$ cat src/gqbp_pkg.sv
// Shared types and constants for the grey-level quantiser and bit packer.
// No dependencies; imported by gqbp_pack and grey_quantize_bit_packer.
package gqbp_pkg;

  localparam int unsigned PixW    = 8;
  localparam int unsigned BitsW   = 3;
  localparam int unsigned CodeW   = 7;
  localparam int unsigned AccW    = 7;
  localparam int unsigned CombW   = AccW + CodeW;
  localparam int unsigned TotW    = 4;
  localparam int unsigned FifoDepth = 4;
  localparam int unsigned PtrW    = 2;
  localparam int unsigned CntW    = 3;
  localparam int unsigned AddrW   = 3;
  localparam int unsigned DataW   = 32;

  localparam logic [AddrW-1:0] RegBitsPerPixel = 3'd0;
  localparam logic [BitsW-1:0] BitsReset       = 3'd1;

  // Rounding bias (255/2, floored) applied to p*(2^b-1) before dividing by 255
  localparam logic [14:0] QuantHalfBias = 15'd127;

  typedef struct packed {
    logic            last;
    logic [PixW-1:0] data;
  } out_item_t;

  typedef struct packed {
    logic [1:0]       n_items;
    out_item_t        item0;
    out_item_t        item1;
    logic [AccW-1:0]  acc_nxt;
    logic [BitsW-1:0] pend_nxt;
  } pack_res_t;

endpackage

$ cat src/gqbp_pack.sv
// Quantises one pixel to the configured code width and merges the code into
// the bit accumulator, giving up to two output bytes. Depends on gqbp_pkg.
module gqbp_pack import gqbp_pkg::*; (
  input  logic [PixW-1:0]  pixel_i,
  input  logic             last_pixel_i,
  input  logic [BitsW-1:0] bits_i,
  input  logic [AccW-1:0]  acc_i,
  input  logic [BitsW-1:0] pend_i,
  output pack_res_t        res_o
);

  logic [14:0]       num;
  logic [15:0]       div_sum;
  logic [CodeW-1:0]  code;
  logic [CombW-1:0]  comb;
  logic [CombW-1:0]  comb_rem;
  logic [CombW-1:0]  shifted;
  logic [CombW-1:0]  rem_mask;
  logic [TotW-1:0]   total;
  logic              full;
  logic [BitsW-1:0]  rem;
  logic [BitsW-1:0]  left;
  logic [PixW-1:0]   flush_byte;
  logic              flush;

  always_comb begin
    // floor((2*p*(Z-1)+255)/510) == floor((p*(Z-1)+127)/255)
    num = (15'({7'd0, pixel_i}) << bits_i) - 15'({7'd0, pixel_i}) + QuantHalfBias;
    // divide by 255 for values below 65535
    div_sum = {1'b0, num} + 16'd1 + {8'd0, num[14:8]};
    code = div_sum[14:8];

    comb  = (CombW'({7'd0, acc_i}) << bits_i) | {7'd0, code};
    total = {1'b0, pend_i} + {1'b0, bits_i};
    full  = total[3];
    rem   = total[2:0];

    shifted  = comb >> rem;
    rem_mask = (14'd1 << rem) - 14'd1;
    if (full) begin
      comb_rem = comb & rem_mask;
    end else begin
      comb_rem = comb;
    end
    left = rem;

    flush      = last_pixel_i && (left != 3'd0);
    flush_byte = comb_rem[PixW-1:0] << (4'd8 - {1'b0, left});

    res_o = '0;
    if (full) begin
      res_o.item0.data = shifted[PixW-1:0];
      res_o.item0.last = last_pixel_i && (left == 3'd0);
      res_o.item1.data = flush_byte;
      res_o.item1.last = 1'b1;
      res_o.n_items    = flush ? 2'd2 : 2'd1;
    end else begin
      res_o.item0.data = flush_byte;
      res_o.item0.last = 1'b1;
      res_o.n_items    = flush ? 2'd1 : 2'd0;
    end

    if (last_pixel_i) begin
      res_o.acc_nxt  = '0;
      res_o.pend_nxt = '0;
    end else begin
      res_o.acc_nxt  = comb_rem[AccW-1:0];
      res_o.pend_nxt = left;
    end
  end

endmodule

$ cat src/grey_quantize_bit_packer.sv
// Top level of the grey-level quantiser and bit packer: APB register, packing
// state and a four-entry result queue. Depends on gqbp_pkg and gqbp_pack.
//
// Usage:
//   Pixels enter on in_valid_i / in_stall_o with pixel_i and last_pixel_i; a
//   transaction happens when valid is high and stall is low. Packed bytes
//   leave on out_valid_o / out_stall_i with packed_byte_o and last_byte_o.
//   Each pixel is quantised to bits_per_pixel bits (0 is treated as 1) and
//   appended MSB first; every full byte is emitted, and the last pixel
//   flushes a zero-padded partial byte carrying last_byte_o.
//   Bytes are registered in the queue and leave in order. One pixel per
//   cycle enters while in_stall_o is low; one byte per cycle leaves while
//   out_stall_i is low. A pixel can raise two bytes, so the four-entry
//   result queue accepts a pixel only while at least two entries are free.
//   Stalling the output fills the queue until in_stall_o rises; nothing
//   is dropped. Reset empties the queue, clears the accumulator and sets
//   bits_per_pixel to 1. The register sits at byte address 0 and should be
//   written only while the block is idle.
module grey_quantize_bit_packer import gqbp_pkg::*; (
  input  logic             clk_i,
  input  logic             rst_ni,
  input  logic             psel,
  input  logic             penable,
  input  logic             pwrite,
  input  logic [AddrW-1:0] paddr,
  input  logic [DataW-1:0] pwdata,
  output logic [DataW-1:0] prdata,
  output logic             pready,
  input  logic             in_valid_i,
  output logic             in_stall_o,
  input  logic [PixW-1:0]  pixel_i,
  input  logic             last_pixel_i,
  output logic             out_valid_o,
  input  logic             out_stall_i,
  output logic [PixW-1:0]  packed_byte_o,
  output logic             last_byte_o
);

  logic [BitsW-1:0] bits_q;
  logic [BitsW-1:0] bits_eff;
  logic [AccW-1:0]  acc_q;
  logic [AccW-1:0]  acc_d;
  logic [BitsW-1:0] pend_q;
  logic [BitsW-1:0] pend_d;
  logic [PtrW-1:0]  wr_ptr_q;
  logic [PtrW-1:0]  wr_ptr_d;
  logic [PtrW-1:0]  rd_ptr_q;
  logic [PtrW-1:0]  rd_ptr_d;
  logic [CntW-1:0]  cnt_q;
  logic [CntW-1:0]  cnt_d;
  out_item_t        fifo_q [FifoDepth];
  pack_res_t        res;
  logic             in_acc;
  logic             out_acc;
  logic             cfg_wr;
  logic [1:0]       n_push;

  assign pready = 1'b1;
  assign cfg_wr = psel && penable && pwrite && pready;
  assign prdata = (paddr == RegBitsPerPixel) ? {29'd0, bits_q} : '0;

  always_ff @(posedge clk_i or negedge rst_ni) begin
    if (!rst_ni) begin
      bits_q <= BitsReset;
    end else if (cfg_wr && (paddr == RegBitsPerPixel)) begin
      bits_q <= pwdata[BitsW-1:0];
    end
  end

  assign bits_eff = (bits_q == 3'd0) ? 3'd1 : bits_q;

  gqbp_pack u_pack (
    .pixel_i      (pixel_i),
    .last_pixel_i (last_pixel_i),
    .bits_i       (bits_eff),
    .acc_i        (acc_q),
    .pend_i       (pend_q),
    .res_o        (res)
  );

  // room for two results must be there before a pixel is taken
  assign in_stall_o  = (cnt_q > CntW'(FifoDepth - 2));
  assign in_acc      = in_valid_i && !in_stall_o;
  assign out_valid_o = (cnt_q != '0);
  assign out_acc     = out_valid_o && !out_stall_i;
  assign n_push      = in_acc ? res.n_items : 2'd0;

  always_comb begin
    acc_d    = acc_q;
    pend_d   = pend_q;
    wr_ptr_d = wr_ptr_q + PtrW'(n_push);
    rd_ptr_d = rd_ptr_q + PtrW'(out_acc);
    cnt_d    = cnt_q + CntW'(n_push) - CntW'(out_acc);
    if (in_acc) begin
      acc_d  = res.acc_nxt;
      pend_d = res.pend_nxt;
    end
  end

  always_ff @(posedge clk_i or negedge rst_ni) begin
    if (!rst_ni) begin
      acc_q    <= '0;
      pend_q   <= '0;
      wr_ptr_q <= '0;
      rd_ptr_q <= '0;
      cnt_q    <= '0;
    end else begin
      acc_q    <= acc_d;
      pend_q   <= pend_d;
      wr_ptr_q <= wr_ptr_d;
      rd_ptr_q <= rd_ptr_d;
      cnt_q    <= cnt_d;
    end
  end

  always_ff @(posedge clk_i) begin
    if (n_push != 2'd0) begin
      fifo_q[wr_ptr_q] <= res.item0;
    end
    if (n_push == 2'd2) begin
      fifo_q[wr_ptr_q + PtrW'(1)] <= res.item1;
    end
  end

  assign packed_byte_o = fifo_q[rd_ptr_q].data;
  assign last_byte_o   = fifo_q[rd_ptr_q].last;

`ifndef SYNTHESIS
  a_cnt_bound: assert property (@(posedge clk_i) disable iff (!rst_ni)
    cnt_q <= CntW'(FifoDepth))
    else $error("result queue over-filled");

  a_ptr_gap: assert property (@(posedge clk_i) disable iff (!rst_ni)
    (cnt_q == '0 || cnt_q == CntW'(FifoDepth)) |-> (wr_ptr_q == rd_ptr_q))
    else $error("queue pointers disagree with fill count");

  a_last_clears: assert property (@(posedge clk_i) disable iff (!rst_ni)
    (in_acc && last_pixel_i) |=> (pend_q == '0 && acc_q == '0))
    else $error("accumulator not cleared after last pixel");

  a_push_shows: assert property (@(posedge clk_i) disable iff (!rst_ni)
    (in_acc && res.n_items != 2'd0) |=> out_valid_o)
    else $error("pushed result not presented");
`endif

endmodule
$ cat config.mk
export PLATFORM = sky130hd
export DESIGN_NAME = grey_quantize_bit_packer
export DESIGN_NICKNAME = d
export VERILOG_FILES = /design/src/gqbp_pkg.sv /design/src/gqbp_pack.sv /design/src/grey_quantize_bit_packer.sv
export SDC_FILE = /design/constraint.sdc
export NUM_CORES = 1
export LEC_CHECK = 0
export BUFFER_PORTS_ARGS = -buffer_cell sky130_fd_sc_hd__buf_2
export CAP_MARGIN = 20
export CORE_ASPECT_RATIO = 0.6
export CORE_UTILIZATION = 42
export CTS_CLUSTER_DIAMETER = 200
export DETAILED_ROUTE_END_ITERATION = 10
export GPL_TIMING_DRIVEN = 0
export PLACE_DENSITY_LB_ADDON = 0.08
export SYNTH_ARGS = -nofsm -noshare
export SYNTH_HDL_FRONTEND = slang
export SYNTH_SLANG_ARGS = --single-unit
$ cat constraint.sdc
create_clock -name clk_i -period 7.1 [get_ports clk_i]
set_clock_uncertainty 0.1 [all_clocks]
set_input_delay 0.71 -clock clk_i [delete_from_list [all_inputs] [get_ports clk_i]]
set_output_delay 0.71 -clock clk_i [all_outputs]
set_load 0.01 [all_outputs]
==> impl_metrics.ini <==
[floorplan]
rows = 35
ios = 95
dieArea_sq_mm = 0.0166
die_h_um = 100
core_sq_mm = 0.0155
start_util_pct = 43.5
die_w_um = 166

[yosys]
muxShareOfSynthArea_pct = 9.68
synth_fa_ha_area_share_pct = 8.86
synth-xor-area-share_pct = 3.19
ys_warn_count = 0
synth_seq_area_share_pct = 23.5
syn_avg_cell_area_sq_um = 8.37
synth.distinct_cells = 100
synth_edf_count = 36
synth_area_leaders = edfxtp_1 (16%), ha_1 (8.0%), dfrtp_1 (7.0%)
ys_ff_latch = 56
yosys.area_share.simple_pct = 21.3
netlist_area_sq_mm = 0.00675
async_reset_ff_share_pct = 35.7
synth_common_cells = nor2_1 (72), nand2_1 (67), o21ai_0 (50)
synth_top_cell_by_area = edfxtp_1
synth_compound_area_share_pct = 24.6
synth_top_cell_area_share_pct = 16.0
synth_ff_type = edfxtp_1
yosysMostFrequentCell = nor2_1
syn_inst = 806
synth_top_family_by_area = compound AO/OA/AOI/OAI gates

[finish]
drive_gt1_share_pct = 20.2
multiInputGateArea_sq_mm = 0.00477
ff_latch_area_sq_mm = 0.00159
area_growth_pct = 14.7
nets = 991
n_antenna_cell = 0
n_fill_cell = 1507

[worst_hold_path]
hold_path.class = in2async

[grt]
grt_start_max_net_pins = 21
grt_antenna_before_repair = 1
grt_pass1_wl_um = 34500
grt_pass1_vias = 5833
track_usage_pct = 27.4
grt_remaining_overflow = 0

[clock_network]
htree_levels = 2
cts_tree = built
cts_made_buffers = 5
cts_hold_buf = 0
cts.sinks = 56
insertion_delay_ns = 0.30
cts_root_buffer = clkbuf_16
clk_pin_slew_worst_paths_ns = 0.08
clockBufferDepth = 2

[routing]
wl_per_cell_um = 20.7
postRouteAntennaNets = 0
wl_um = 22800
via_count = 6572
drtIter0Drc = 705
dr.pass1.iters = 8
drc = 6
via_per_inst = 5.99

[place]
io_buffers = 35
routabilityCongestion = 0.941
pre_cts_ws_ns = -1.50
hpwl_um = 18400

[worst_setup_path]
r2r_slack_ns = 0.19
startpoint = bits_q[0]$_DFFE_PN1P_
r2r_cells = 29
crit_end = fifo_q[1][1]$_DFFE_PP_
critPathSlowestCell = dfstp_2
critical_path.max_fanout = 10
endpoint_kind = flop
startpoint_type = flop
timing.rr.end = fifo_q[1][1]$_DFFE_PP_
r2r_start = bits_q[0]$_DFFE_PN1P_
worst_path_largest_cell_delay_ns = 0.57
path_class = reg2reg
cp_data_required_time_ns = 7.03
cp.arrival_ns = 6.84

[sta]
max_freq_mhz = 145
worstMarginPinSlew_ns = 1.07
slew_viol_final = 0
finalHoldViolations = 0
relSlewSlack_pct = 28.0
fin_crit_sh_pct = 97.3
hold_ws_ns = 0.245
timing.final.ws_setup_ns = 0.192
tns_ns = 0
setup-violations-final = 0
layout_min_cycle_time_ns = 6.91

[status]
violations = design-rule violations
run_status = finished, violations left

[job]
cap_viol_max_count = 0
[per-layer routing]
| metal | wire, um | vias to the layer above | GRT usage (%) |
|---|---|---|---|
| met3 | 2770 | 4 | 7.77 |
| met5 | 0 | - | 0 |
| met4 | 49 | 0 | 2.52 |
| li1 | - | 3115 | - |
| met1 | 11700 | 3140 | 44.9 |
| met2 | 8200 | 313 | 34.6 |
[kinds of logic (layout without fill, tap and decap cells)]
family          after synthesis  in the layout
compound gates              227            227
xor+xnor                     23             23
fa+ha+maj                    46             46
buf+inv                     117            177
flops                        56             56
mux                          51             51
other cells                   2             31
simple gates                284            284
[layout by cell type (no fill, tap or decap), drive strengths merged, types with 15 or more instances in the layout]
cell,count
mux2i,30
o21ai,56
a21oi,44
xnor2,18
dfrtp,19
nand2,68
edfxtp,36
clkbuf,34
nor2,73
o211ai,16
nand2b,17
buf,99
nor3,15
nand3,31
ha,43
inv,40
conb,31
[cell type report]
cell class	count	area share [%]
tap	203	3.28
clock inverter	1	0.388
sequential	56	20.5
timing repair buffer	55	4.20
multi-input combinational	662	61.7
inverter	43	2.15
buffer	71	5.84
clock buffer	7	1.99
[how the worst min path moves through the flow]
stage | from | endpoint | slack [ns] | depth (start not counted)
CTS | rst_ni | cnt_q[0]$_DFF_PN0_ | 0.26 | 1
global route | rst_ni | cnt_q[1]$_DFF_PN0_ | 0.29 | 1
global placement | pend_q[0]$_DFFE_PN0P_ | pend_q[0]$_DFFE_PN0P_ | 0.38 | 2
finish | rst_ni | cnt_q[0]$_DFF_PN0_ | 0.24 | 1
detailed placement | cnt_q[2]$_DFF_PN0_ | cnt_q[2]$_DFF_PN0_ | 0.39 | 1
floorplan | rst_ni | acc_q[0]$_DFFE_PN0P_ | 0.31 | 0
[worst max-delay path: cells and delay by family, from the launching register on]
| family | cells | cell delay, ns |
|---|---|---|
| buffers and inverters | 6 | 0.76 |
| DFF | 1 | 0.57 |
| and+or+nand+nor | 5 | 1.11 |
| adders and majority gates | 3 | 0.68 |
| AOI/OAI and AO/OA | 12 | 2.57 |
| muxes | 3 | 0.83 |
[state kept, by name, indices dropped and copies added (netlist names)]
register  count
fifo_q       36
acc_q         7
wr_ptr_q      2
bits_q        3
pend_q        3
cnt_q         3
rd_ptr_q      2
[timing repair]
item | CTS | global route
endpoints found under the setup margin | 38 | 32
cloned | 0 | 0
buffers inserted | 5 | 13
gates resized for setup | 31 | 16
pin swaps | 8 | 9
[metrics by stage]
step           utilization [%]  cell area [sq um]  std cells
2_1_floorplan                -               6860        835
3_3_place_gp              47.0               7280       1073
3_5_place_dp              47.0               7290       1074
4_1_cts                   49.1               7610       1087
5_1_grt                   49.9               7740       1098
6_report                  49.9               7740       1098
Power is not shown: default switching activity piles up to over one toggle a cycle in this logic, so the estimate is an artifact.
